File: config.mk
export PLATFORM = sky130hd
export DESIGN_NAME = sorted_set_pair_engine
export DESIGN_NICKNAME = d
export VERILOG_FILES = /design/src/design/sspe_pkg.sv /design/src/design/sorted_set_pair_engine.sv /design/src/design/sspe_front.sv /design/src/design/sspe_back.sv
export SDC_FILE = /design/constraint.sdc
export NUM_CORES = 2
export LEC_CHECK = 0
export CORE_ASPECT_RATIO = 0.8
export CORE_MARGIN = 5
export CORE_UTILIZATION = 57
export DETAILED_ROUTE_END_ITERATION = 10
export DONT_BUFFER_PORTS = 1
export PLACE_DENSITY_LB_ADDON = 0.15
export SLEW_MARGIN = 20
export SYNTH_ARGS = -nofsm -noshare
export SYNTH_HDL_FRONTEND = slang
export SYNTH_HIERARCHICAL = 1
export SYNTH_SLANG_ARGS = --single-unit
File: constraint.sdc
create_clock -name clock -period 5.4 [get_ports clock]
set_input_delay 0.27 -clock clock [delete_from_list [all_inputs] [get_ports clock]]
set_output_delay 0.27 -clock clock [all_outputs]
set_load 0.01 [all_outputs]
File: src/design/sspe_pkg.sv
// Package for the sorted set pair engine: action and status codes, queue entry type.
// No dependencies.
`default_nettype none
package sspe_pkg;
   localparam int ValueWidth = 31;

   typedef enum logic [1:0] {
      ACT_INSERT = 2'd0,
      ACT_SHOW   = 2'd1,
      ACT_INTER  = 2'd2,
      ACT_UNION  = 2'd3
   } action_type;

   typedef enum logic [1:0] {
      ST_INSERTED  = 2'd0,
      ST_DUPLICATE = 2'd1,
      ST_FULL      = 2'd2,
      ST_QUERY     = 2'd3
   } status_type;

   typedef struct packed {
      action_type             action;
      logic                   which_set;
      logic [ValueWidth-1:0]  item_value;
   } cmd_type;
endpackage
`default_nettype wire

File: src/design/sorted_set_pair_engine.sv
// Top level of the sorted set pair engine: command queue front end and set back end.
// Depends on sspe_pkg, sspe_front and sspe_back.
//
// Usage: drive req_action, req_which_set and req_item_value with start high; the
// transaction is accepted at an edge where start is high and busy is low. Up to
// two commands wait in the queue in front of the sequencer.
// Results appear one per strobe on the rsp_ ports for a single cycle; the
// receiver cannot stall them. rsp_last marks the final result of a command.
// Operation: an insert scans the entries up to its position and then shifts the
// entries above it up one; a show reads each entry in turn; intersection and union
// scan the second set for every entry of the first, all through the one read port
// of each set memory. Commands run one after another.
// Reset clears both counts and the queue; set contents need no clearing.
`default_nettype none
module sorted_set_pair_engine import sspe_pkg::*; #(
   parameter int SET_CAPACITY = 32
) (
   input  wire logic        clock,
   input  wire logic        reset,
   input  wire logic        start,
   output logic             busy,
   input  wire logic [1:0]  req_action,
   input  wire logic        req_which_set,
   input  wire logic [30:0] req_item_value,
   output logic             rsp_strobe,
   output logic [30:0]      rsp_result_value,
   output logic             rsp_has_value,
   output logic             rsp_last,
   output logic [1:0]       rsp_status
);
   cmd_type push_cmd, head_cmd;
   logic    q_full, q_empty, pop;

   assign push_cmd.action     = action_type'(req_action);
   assign push_cmd.which_set  = req_which_set;
   assign push_cmd.item_value = req_item_value;
   assign busy = q_full;

   sspe_front u_front (
      .clock, .reset, .push(start), .push_cmd, .full(q_full),
      .pop, .empty(q_empty), .head_cmd
   );

   sspe_back #(.SET_CAPACITY(SET_CAPACITY)) u_back (
      .clock, .reset, .cmd_valid(!q_empty), .cmd(head_cmd), .cmd_pop(pop),
      .out_strobe(rsp_strobe), .out_value(rsp_result_value),
      .out_has(rsp_has_value), .out_last(rsp_last), .out_status(rsp_status)
   );
endmodule
`default_nettype wire

File: src/design/sspe_front.sv
// Front end of the sorted set pair engine: takes commands into a short queue.
// Depends on sspe_pkg.
`default_nettype none
module sspe_front import sspe_pkg::*; (
   input  wire logic       clock,
   input  wire logic       reset,
   input  wire logic       push,
   input  cmd_type         push_cmd,
   output logic            full,
   input  wire logic       pop,
   output logic            empty,
   output cmd_type         head_cmd
);
   cmd_type    slot_ff [2];
   logic       wr_ptr_ff, rd_ptr_ff;
   logic [1:0] count_ff;

   assign full     = (count_ff == 2'd2);
   assign empty    = (count_ff == 2'd0);
   assign head_cmd = slot_ff[rd_ptr_ff];

   always_ff @(posedge clock) begin
      if (push && !full) slot_ff[wr_ptr_ff] <= push_cmd;
      if (reset) begin
         wr_ptr_ff <= 1'b0;
         rd_ptr_ff <= 1'b0;
         count_ff  <= 2'd0;
      end else begin
         if (push && !full) wr_ptr_ff <= ~wr_ptr_ff;
         if (pop && !empty) rd_ptr_ff <= ~rd_ptr_ff;
         count_ff <= count_ff + {1'b0, push && !full} - {1'b0, pop && !empty};
      end
   end
endmodule
`default_nettype wire

File: src/design/sspe_back.sv
// Back end of the sorted set pair engine: the two set memories and the sequencer.
// Depends on sspe_pkg.
`default_nettype none
module sspe_back import sspe_pkg::*; #(
   parameter int SET_CAPACITY = 32
) (
   input  wire logic                  clock,
   input  wire logic                  reset,
   input  wire logic                  cmd_valid,
   input  cmd_type                    cmd,
   output logic                       cmd_pop,
   output logic                       out_strobe,
   output logic [ValueWidth-1:0]      out_value,
   output logic                       out_has,
   output logic                       out_last,
   output logic [1:0]                 out_status
);
   localparam int IW = (SET_CAPACITY > 1) ? $clog2(SET_CAPACITY) : 1;
   localparam int CW = $clog2(SET_CAPACITY + 1);

   typedef enum logic [7:0] {
      S_IDLE  = 8'b00000001,
      S_SCAN  = 8'b00000010,  // insert: read entry i, compare
      S_SHIFT = 8'b00000100,  // insert: move entries up one
      S_OUTER = 8'b00001000,  // query: read next entry of the outer set
      S_INNER = 8'b00010000,  // query: scan set two for a match
      S_EMIT  = 8'b00100000,
      S_TAIL  = 8'b01000000,  // union: stream set two; show: stream the chosen set
      S_DONE  = 8'b10000000
   } state_type;

   logic [ValueWidth-1:0] mem0 [SET_CAPACITY];
   logic [ValueWidth-1:0] mem1 [SET_CAPACITY];
   logic [ValueWidth-1:0] rd0_ff, rd1_ff;
   logic [IW-1:0]         ra0, ra1, wa;
   logic                  we, wsel;
   logic [ValueWidth-1:0] wd;

   state_type             state_ff;
   cmd_type               cmd_ff;
   logic [CW-1:0]         cnt0_ff, cnt1_ff;
   logic [CW-1:0]         i_ff, j_ff;
   logic                  rdv_ff, found_ff, any_ff;
   logic [ValueWidth-1:0] hold_ff;
   logic [ValueWidth-1:0] out_value_pend;
   logic [CW-1:0]         n_tail;
   logic [ValueWidth-1:0] tail_rd;
   logic                  idle;

   always_ff @(posedge clock) begin
      if (we && !wsel) mem0[wa] <= wd;
      if (we &&  wsel) mem1[wa] <= wd;
      rd0_ff <= mem0[ra0];
      rd1_ff <= mem1[ra1];
   end

   logic [CW-1:0] n_sel;
   logic [ValueWidth-1:0] rd_sel;
   assign n_sel  = cmd_ff.which_set ? cnt1_ff : cnt0_ff;
   assign rd_sel = cmd_ff.which_set ? rd1_ff : rd0_ff;
   assign idle   = (state_ff == S_IDLE);
   assign cmd_pop = idle && cmd_valid;
   assign n_tail  = (cmd_ff.action == ACT_UNION || cmd_ff.which_set) ? cnt1_ff : cnt0_ff;
   assign tail_rd = (cmd_ff.action == ACT_UNION || cmd_ff.which_set) ? rd1_ff : rd0_ff;

   always_comb begin
      ra0 = i_ff[IW-1:0];
      ra1 = (state_ff == S_INNER || state_ff == S_OUTER) ? j_ff[IW-1:0] : i_ff[IW-1:0];
      if (state_ff == S_SHIFT) begin
         ra0 = IW'(j_ff - CW'(1));
         ra1 = IW'(j_ff - CW'(1));
      end
      we = 1'b0; wsel = cmd_ff.which_set; wa = j_ff[IW-1:0]; wd = rd_sel;
      if (state_ff == S_SHIFT && rdv_ff) begin
         we = 1'b1;
         if (j_ff == i_ff) wd = cmd_ff.item_value;
      end
   end

   always_ff @(posedge clock) begin : seq_blk
      logic strobe_in;
      strobe_in = 1'b0;
      if (reset) begin
         state_ff <= S_IDLE;
         cnt0_ff  <= '0;
         cnt1_ff  <= '0;
         rdv_ff   <= 1'b0;
      end else begin
         unique case (state_ff)
            S_IDLE: begin
               if (cmd_valid) begin
                  cmd_ff <= cmd;
                  i_ff   <= '0;
                  j_ff   <= '0;
                  rdv_ff <= 1'b0;
                  any_ff <= 1'b0;
                  found_ff <= 1'b0;
                  unique case (cmd.action)
                     ACT_INSERT: state_ff <= S_SCAN;
                     ACT_SHOW:   state_ff <= S_TAIL;
                     default:    state_ff <= S_OUTER;
                  endcase
               end
            end
            S_SCAN: begin
               // Read entry i, then compare it.
               if (!rdv_ff) begin
                  if (i_ff >= n_sel) begin
                     if (n_sel == CW'(SET_CAPACITY)) begin
                        strobe_in = 1'b1; out_value <= '0; out_has <= 1'b0;
                        out_last <= 1'b1; out_status <= ST_FULL;
                        state_ff <= S_DONE;
                     end else begin
                        j_ff <= n_sel; state_ff <= S_SHIFT;
                     end
                  end else rdv_ff <= 1'b1;
               end else begin
                  rdv_ff <= 1'b0;
                  if (rd_sel == cmd_ff.item_value) begin
                     strobe_in = 1'b1; out_value <= '0; out_has <= 1'b0;
                     out_last <= 1'b1; out_status <= ST_DUPLICATE;
                     state_ff <= S_DONE;
                  end else if (rd_sel > cmd_ff.item_value) begin
                     if (n_sel == CW'(SET_CAPACITY)) begin
                        strobe_in = 1'b1; out_value <= '0; out_has <= 1'b0;
                        out_last <= 1'b1; out_status <= ST_FULL;
                        state_ff <= S_DONE;
                     end else begin
                        j_ff <= n_sel; state_ff <= S_SHIFT;
                     end
                  end else i_ff <= i_ff + CW'(1);
               end
            end
            S_SHIFT: begin
               // Read entry j-1, then write it to j; at j == i write the new value.
               if (!rdv_ff && j_ff != i_ff) rdv_ff <= 1'b1;
               else if (!rdv_ff) rdv_ff <= 1'b1;
               else begin
                  rdv_ff <= 1'b0;
                  if (j_ff == i_ff) begin
                     if (cmd_ff.which_set) cnt1_ff <= cnt1_ff + CW'(1);
                     else cnt0_ff <= cnt0_ff + CW'(1);
                     strobe_in = 1'b1; out_value <= '0; out_has <= 1'b0;
                     out_last <= 1'b1; out_status <= ST_INSERTED;
                     state_ff <= S_DONE;
                  end else j_ff <= j_ff - CW'(1);
               end
            end
            S_OUTER: begin
               if (i_ff >= cnt0_ff) begin
                  if (cmd_ff.action == ACT_UNION) begin
                     i_ff <= '0; rdv_ff <= 1'b0; state_ff <= S_TAIL;
                  end else if (!any_ff) begin
                     strobe_in = 1'b1; out_value <= '0; out_has <= 1'b0;
                     out_last <= 1'b1; out_status <= ST_QUERY;
                     state_ff <= S_DONE;
                  end else state_ff <= S_EMIT;
               end else if (!rdv_ff) rdv_ff <= 1'b1;
               else begin
                  rdv_ff <= 1'b0; j_ff <= '0; found_ff <= 1'b0;
                  hold_ff <= rd0_ff;
                  state_ff <= S_INNER;
               end
            end
            S_INNER: begin
               if (found_ff || j_ff >= cnt1_ff) begin
                  if ((cmd_ff.action == ACT_INTER) == found_ff) begin
                     // Emit the previous pending element; this one becomes pending.
                     if (any_ff) begin
                        strobe_in = 1'b1; out_value <= out_value_pend;
                        out_has <= 1'b1; out_last <= 1'b0; out_status <= ST_QUERY;
                     end
                     any_ff <= 1'b1;
                     out_value_pend <= hold_ff;
                  end
                  i_ff <= i_ff + CW'(1); rdv_ff <= 1'b0;
                  state_ff <= S_OUTER;
               end else if (!rdv_ff) rdv_ff <= 1'b1;
               else begin
                  rdv_ff <= 1'b0;
                  if (rd1_ff == hold_ff) found_ff <= 1'b1;
                  j_ff <= j_ff + CW'(1);
               end
            end
            S_TAIL: begin
               if (i_ff >= n_tail) begin
                  if (!any_ff) begin
                     strobe_in = 1'b1; out_value <= '0; out_has <= 1'b0;
                     out_last <= 1'b1; out_status <= ST_QUERY;
                     state_ff <= S_DONE;
                  end else state_ff <= S_EMIT;
               end else if (!rdv_ff) rdv_ff <= 1'b1;
               else begin
                  rdv_ff <= 1'b0;
                  if (any_ff) begin
                     strobe_in = 1'b1; out_value <= out_value_pend;
                     out_has <= 1'b1; out_last <= 1'b0; out_status <= ST_QUERY;
                  end
                  any_ff <= 1'b1;
                  out_value_pend <= tail_rd;
                  i_ff <= i_ff + CW'(1);
               end
            end
            S_EMIT: begin
               strobe_in = 1'b1; out_value <= out_value_pend; out_has <= 1'b1;
               out_last <= 1'b1; out_status <= ST_QUERY;
               state_ff <= S_DONE;
            end
            S_DONE: state_ff <= S_IDLE;
            default: state_ff <= S_IDLE;
         endcase
      end
      out_strobe <= strobe_in;
   end
endmodule
`default_nettype wire

Word-level counts from Yosys, hierarchy flattened. Memories as Yosys holds them, arrays and structs flattened. A register that Yosys moved wholly into a read port is not among the register bits. Index checks and enable logic that the tools add are counted.

Register bits: 171. Latch bits: 0. RAM bits: 2052. Memory bits (read-only): 0. Input port bits: 37. Output and inout bits: 37. Logic and storage cells: 292. Memories kept: 3.

$add $sub $neg: 7. Multiply operators: 0. Div/mod/pow operators: 0. Magnitude comparators: 5. Equal/unequal tests: 45. Shifts and indexed selects: 0. Muxes and demuxes: 169. Bitwise operators: 7. Reductions and logical operators: 35.

Memory list: u_back.mem0 (depth 32, bits a word 31, read ports 1, clocked after memory_dff 1, write ports 1, line sspe_back.sv:32) `logic [ValueWidth-1:0] mem0 [SET_CAPACITY];`; u_back.mem1 (depth 32, bits a word 31, read ports 1, clocked after memory_dff 1, write ports 1, line sspe_back.sv:33) `logic [ValueWidth-1:0] mem1 [SET_CAPACITY];`; u_front.slot_ff (depth 2, bits a word 34, read ports 1, clocked after memory_dff 1, write ports 1, line sspe_front.sv:14) `cmd_type slot_ff [2];`.

Operators by type and width (count): two-way mux 31 bit (24); one-hot mux 31 bit (6 select lines) (1); two-way mux 6 bit (23); two-way mux 8 bit (15); two-way mux 1 bit (75); == test 31 bit (2); one-hot mux 31 bit (2 select lines) (1); one-hot mux 6 bit (5 select lines) (2); one-hot mux 8 bit (7 select lines) (1); two-way mux 2 bit (16); greater-than comparator 31 bit (1); inequality test 2 bit (second input constant) (15); adder 6 x 1 -> 6 bit (second input constant) (4); >= comparator 6 bit (4); one-hot mux 1 bit (6 select lines) (4); two-way mux 5 bit (3); one-hot mux 7 bit (2 select lines) (1); AND reduction 13 bit (1); inequality test 2 x 1 -> 1 bit (second input constant) (6); one-hot mux 2 bit (6 select lines) (1); AND reduction 12 bit (1); nonzero test 6 bit (2); AND reduction 11 bit (1); AND reduction 5 bit (2); other kinds (35) (62).

Longest topological paths before layout.
Depth after elaboration: 7. Gate-level depth with buffers: 16. Depth with buffers taken out: 12.

By module. Netlist, hierarchy kept.

Modules (own cells, without submodules): sspe_back (instances 1, cells an instance 6256, area each 89427.0 um^2, seq. area each 65612.9 um^2); sspe_front (instances 1, cells an instance 133, area each 2683.8 um^2, seq. area each 2142.1 um^2); sorted_set_pair_engine (instances 1, cells an instance 1, area each 3.8 um^2, seq. area each 0.0 um^2).

Worst setup path before layout. No wires, ideal clock.

Kind: register to register. Start point: reg u_back.cmd_ff, in the netlist u_back/wsel. End point: reg u_back.out_value_pend[0], enable pin. Library setup time: 0.458 ns. Data arrival time: 4.898 ns. Required time: 4.942 ns. Slack: 0.044 ns. Stages on the path, launching flop included: 11. Path buffers: 2. Clock period less this slack: 5.356 ns. Cells stage by stage: edfxtp_1 clkbuf_1 clkbuf_1 a21oi_1 mux2_2 ha_1 nand2b_1 a2111oi_0 o21a_1 a21oi_1 nor3_1.

Longest elaborated chain between the ends: 5.

RTL lines: start, declared (line sspe_back.sv:40) `cmd_type cmd_ff;`; start signal, assigned (line sspe_back.sv:92) `cmd_ff <= cmd;`; logical OR 1 bit (line sspe_back.sv:63) `assign n_tail = (cmd_ff.action == ACT_UNION || cmd_ff.which_set) ? cnt1_ff : cnt0_ff;`; two-way mux 6 bit (line sspe_back.sv:63); >= comparator 6 bit (line sspe_back.sv:186) `if (i_ff >= n_tail) begin`; inequality test 2 bit (no line); AND reduction 6 bit (no line); end signal, assigned (line sspe_back.sv:174) `out_value_pend <= hold_ff;`; end signal, assigned (line sspe_back.sv:200) `out_value_pend <= tail_rd;`; end, declared (line sspe_back.sv:45) `logic [ValueWidth-1:0] out_value_pend;`.

No other way between the ends. A chain may end at the register's enable or synchronous reset.

Final worst setup path.
Start point: reg u_back.cmd_ff, in the netlist u_back/wsel. End point: reg u_back.out_value[5] (data pin).

Longest elaborated chain between the ends: 7. Elaborated cells on any way between the ends: 14. Classes of those cells: order compare: 1; eq/ne: 2; mux: 10; reduce/logical: 1.

RTL lines: two-way mux 6 bit; == test 6 bit; two-way mux 31 bit (2 in a row); two-way mux 31 bit (line sspe_back.sv:119) `if (rd_sel == cmd_ff.item_value) begin`; two-way mux 31 bit (line sspe_back.sv:107) `if (!rdv_ff) begin`; one-hot mux 31 bit (6 select lines) (*) (line sspe_back.sv:89) `unique case (state_ff)`; end signal, assigned (line sspe_back.sv:110) `strobe_in = 1'b1; out_value <= '0; out_has <= 1'b0;`; end signal, assigned (line sspe_back.sv:120) `strobe_in = 1'b1; out_value <= '0; out_has <= 1'b0;`; end signal, assigned (line sspe_back.sv:125) `strobe_in = 1'b1; out_value <= '0; out_has <= 1'b0;`; end, declared (line sspe_back.sv:13) `output logic [ValueWidth-1:0] out_value,`.

Mark *: on every way between the ends. The rest lies on a longest branch, timed or not. The select of a mux whose other input is x is not followed.

==> impl_metrics.csv <==
group,metric,value,unit
setup_path,critical_path_arrival,5.11,ns
timing,fin_crit,4.54,ns
pwr,switching_share,36.1,%
setup_path,worstSetupStartpointType,"flop",
placed_design,place_hpwl,159,mm
placed_design,gp_congestion,0.935,
clocking,insertion_delay,0.85,ns
timing,timing.final.crit_share,84.0,%
floorplanning,start_util,57.1,%
setup_path,setup.worst_path.class,"flop to flop",
logic_synthesis,yosys_register_bits,2286,
timing,grt_setup_unrepaired,"no",
grt,globalRouteTotalUtil,30.4,%
grt,global_route.usage.met1,49.0,%
logic_synthesis,synthesis.yosys.warnings,6,
logic_synthesis,synthDominantCellAreaShare,71.6,%
cells_and_area,flow.area_growth_from_synthesis,12.2,%
floorplanning,num_rows,132,
pwr,switchingPower,0.0206,W
floorplanning,placeableCoreArea,161000,um^2
floorplanning,io-pin-count,74,
floorplanning,fp.dieArea,170000,um^2
logic_synthesis,netlist-cell-type-count,71,
routing,drt_pass1_iterations,6,
setup_path,timing.critical_path.to_type,"flop",
clocking,htreeDepth,4,
logic_synthesis,yosysTopAreaCell,"edfxtp_1",
pwr,irDropWorstVdd,0.000403,V
clocking,cts_root_buffer,"clkbuf_16",
timing,finalClockSkew,0.0245,ns
logic_synthesis,syn_avg_cell_area,14.4,um^2
logic_synthesis,syn_inst,6390,
pwr,report.power.total,0.0571,W
logic_synthesis,synth_edf_count,2197,
setup_path,crit_path_max_fanout,31,
pwr,share_comb_of_total_power,32.5,%
grt,maximum_number_of_pins_on_one_net_before_global_route_repair,132,
grt,globalRoute.busiestLayer,"met1",
clocking,clockBufferDepth,3,
timing,number_of_hold_slack_violations_in_the_final_timing_report,0,
floorplanning,die_w,459,um
logic_synthesis,post_synthesis_instance_area,92100,um^2
grt,use_met3,7.65,%
routing,routed_wire_length_per_instance,29.7,um
hold_path,worst_min_delay_path_category,"primary input to flop",
logic_synthesis,synth.most_common_cell,"edfxtp_1",
timing,worst_slew_pin_tran,1.18,ns
pwr,power.static_leakage,33.1,nW
cells_and_area,nNetsFinal,6552,
job,drv_cap,0,
routing,dr.first_iter.drc_count,8511,
logic_synthesis,seq_area_frac_synth,73.6,%
routing,via_count,56800,
clocking,clock-sinks,2286,
grt,grt_first_pass_wirelength,373,mm
clocking,post_cts_buffers,0,
grt,number_of_antenna_violations_at_the_first_check_in_global_routing,9,
routing,post-route-drc-count,0,
clocking,tritoncts.num_buffers,211,
routing,routed_via_density,6.47,
timing,final-setup-viol-count,0,
cells_and_area,layout-drive-gt1-share,12.0,%
clocking,tritoncts,"done",
clocking,clock_transition_at_the_registers_of_the_reported_paths,0.07,ns
timing,slew_headroom,21.1,%
timing,max_freq,220,MHz
logic_synthesis,synth.top_cells.by_count,"2,197 x edfxtp_1, 1,068 x nand2_1, 603 x a211oi_1",
outcome,outcome,"completed",
timing,final_max_slew_violation_count,0,
logic_synthesis,async_flop_share,0,%
pwr,power_report.internal_total,0.0365,W
floorplanning,die_h,370,um
placed_design,portBuffers,0,
logic_synthesis,postSynthNetCount,6492,
grt,grt_remaining_overflow,0,
grt,grt_pass1_vias,52500,
logic_synthesis,yosys_most_used_dff,"edfxtp_1",
grt,met2_usage,41.1,%
timing,final.setup.tns,0,ns
routing,wirelength_routed,261,mm
logic_synthesis,netlist_top_cells_area,"edfxtp_1 72%, a211oi_1 4.9%, nand2_1 4.4%",
pwr,power.sequential.fraction,41.8,%
setup_path,worst-endpoint-required,5.98,ns
pwr,power.clock.fraction,25.7,%
routing,route.antenna.remaining_nets,0,
pwr,power_per_cell_area,553,nW/um^2
## layout by cell type, fill, tap and decap left out, types with 23 or more instances in the layout
| cell type | count |
|---|---|
| clkbuf_16 | 218 |
| nor2_4 | 62 |
| nand3_1 | 25 |
| mux2i_1 | 39 |
| dfxtp_1 | 89 |
| o22ai_1 | 128 |
| nor4_1 | 40 |
| a31oi_1 | 380 |
| nor2_1 | 60 |
| and2_0 | 148 |
| a21oi_1 | 42 |
| o21ai_0 | 55 |
| nor4_2 | 32 |
| buf_4 | 206 |
| dlygate4sd3_1 | 38 |
| clkinv_2 | 27 |
| and2_1 | 351 |
| buf_12 | 52 |
| inv_1 | 61 |
| clkbuf_1 | 67 |
| a211oi_1 | 603 |
| clkinv_1 | 38 |
| mux2_2 | 96 |
| a22o_1 | 31 |
| clkbuf_8 | 23 |
| edfxtp_1 | 2197 |
| ha_1 | 65 |
| a311oi_1 | 126 |
| xnor2_1 | 41 |
| nand2_1 | 1067 |
## per-stage QoR
stage	utilization, %	cells	area [um^2]	hold slack, ns	setup WS, ns
after floorplan	-	6390	92100	0.339	0.0440
after global placement	59.6	8341	96000	0.344	1.05
after detailed placement	59.6	8341	96000	0.347	0.975
after CTS	64.1	8777	103000	0.0368	0.927
after global routing	64.1	8778	103000	0.0572	0.680
final	64.1	8780	103000	0.103	0.864
## flip-flops by register name (all words and copies together), names as in the netlist, 2 cells and up, named ones only
register,count
u_back/cnt0_ff,6
u_back/mem1,992
u_back/out_status,2
u_back/mem0,992
u_back/j_ff,6
u_back/state_ff,8
u_back/rd0_ff,31
u_back/rd1_ff,31
u_back/hold_ff,31
u_front/slot_ff,68
u_back/out_value_pend,31
u_front/count_ff,2
u_back/cmd_ff,33
u_back/cnt1_ff,6
u_back/out_value,31
u_back/i_ff,6
## final cells by class
class / count / area (um^2)
Antenna cell: 2 / 5.00
Clock buffer: 308 / 6020
Clock inverter: 89 / 816
Fill cell: 11500 / 57900
Inverter: 63 / 236
Multi-Input combinational cell: 3591 / 22800
Sequential cell: 2286 / 67800
Tap cell: 2144 / 2680
Timing Repair Buffer: 297 / 3000
## worst paths after layout
path,from,end,slack (ns),depth (start not counted)
worst max-delay path,u_back/wsel,u_back/out_value[5],0.86,12
worst min register to register,u_back/rd0_ff[24],u_back/hold_ff[24],0.51,0
worst max register to register,u_back/wsel,u_back/out_value[5],0.86,12
worst min-delay path,req_item_value[5],u_front/slot_ff[0][5],0.10,1
## cells by family (layout without fill, tap and decap cells)
logic type	after synthesis	after routing	synth area share [%]
DFF	2286	2286	73.6
buffers and inverters	513	757	2.41
and+or+nand+nor	1885	1885	9.79
other	0	2	0
adders and majority gates	67	67	0.905
AOI/OAI and AO/OA	1443	1443	11.2
muxes	135	135	1.60
xor gates and xnor gates	61	61	0.580
## worst max-delay path, stage by stage, from the launching register on
cell,delay [ns]
edfxtp_1,0.78
buf_4,0.36
a21oi_4,0.30
mux2_2,0.39
ha_1,0.27
nand2b_1,0.13
a2111oi_0,0.37
o21a_1,0.30
nand2b_1,0.17
and2_1,0.21
mux2_2,0.18
nand2_2,0.40
a22o_1,0.37
## what timing repair did
item                                    CTS  global route
endpoints found under the setup margin    0             0
hold buffers                             39             0
endpoints found under the hold margin   193             0
gates resized for setup                   0             0
## power by group through the flow
stage          registers (W)  clock network [W]  logic, W
2_1_floorplan         0.0235                  0    0.0108
6_report              0.0239             0.0147    0.0185
5_1_grt               0.0239             0.0156    0.0197
4_1_cts               0.0238             0.0149    0.0181
3_3_place_gp          0.0242                  0    0.0177
3_5_place_dp          0.0242                  0    0.0180
## metal layers
layer / up-vias / share of wire, %
met5: - / 0
met4: 0 / 2.6
met3: 321 / 13
met2: 2922 / 41
met1: 28800 / 44
li1: 24700 / -
Power figures use the tool's default switching activity.
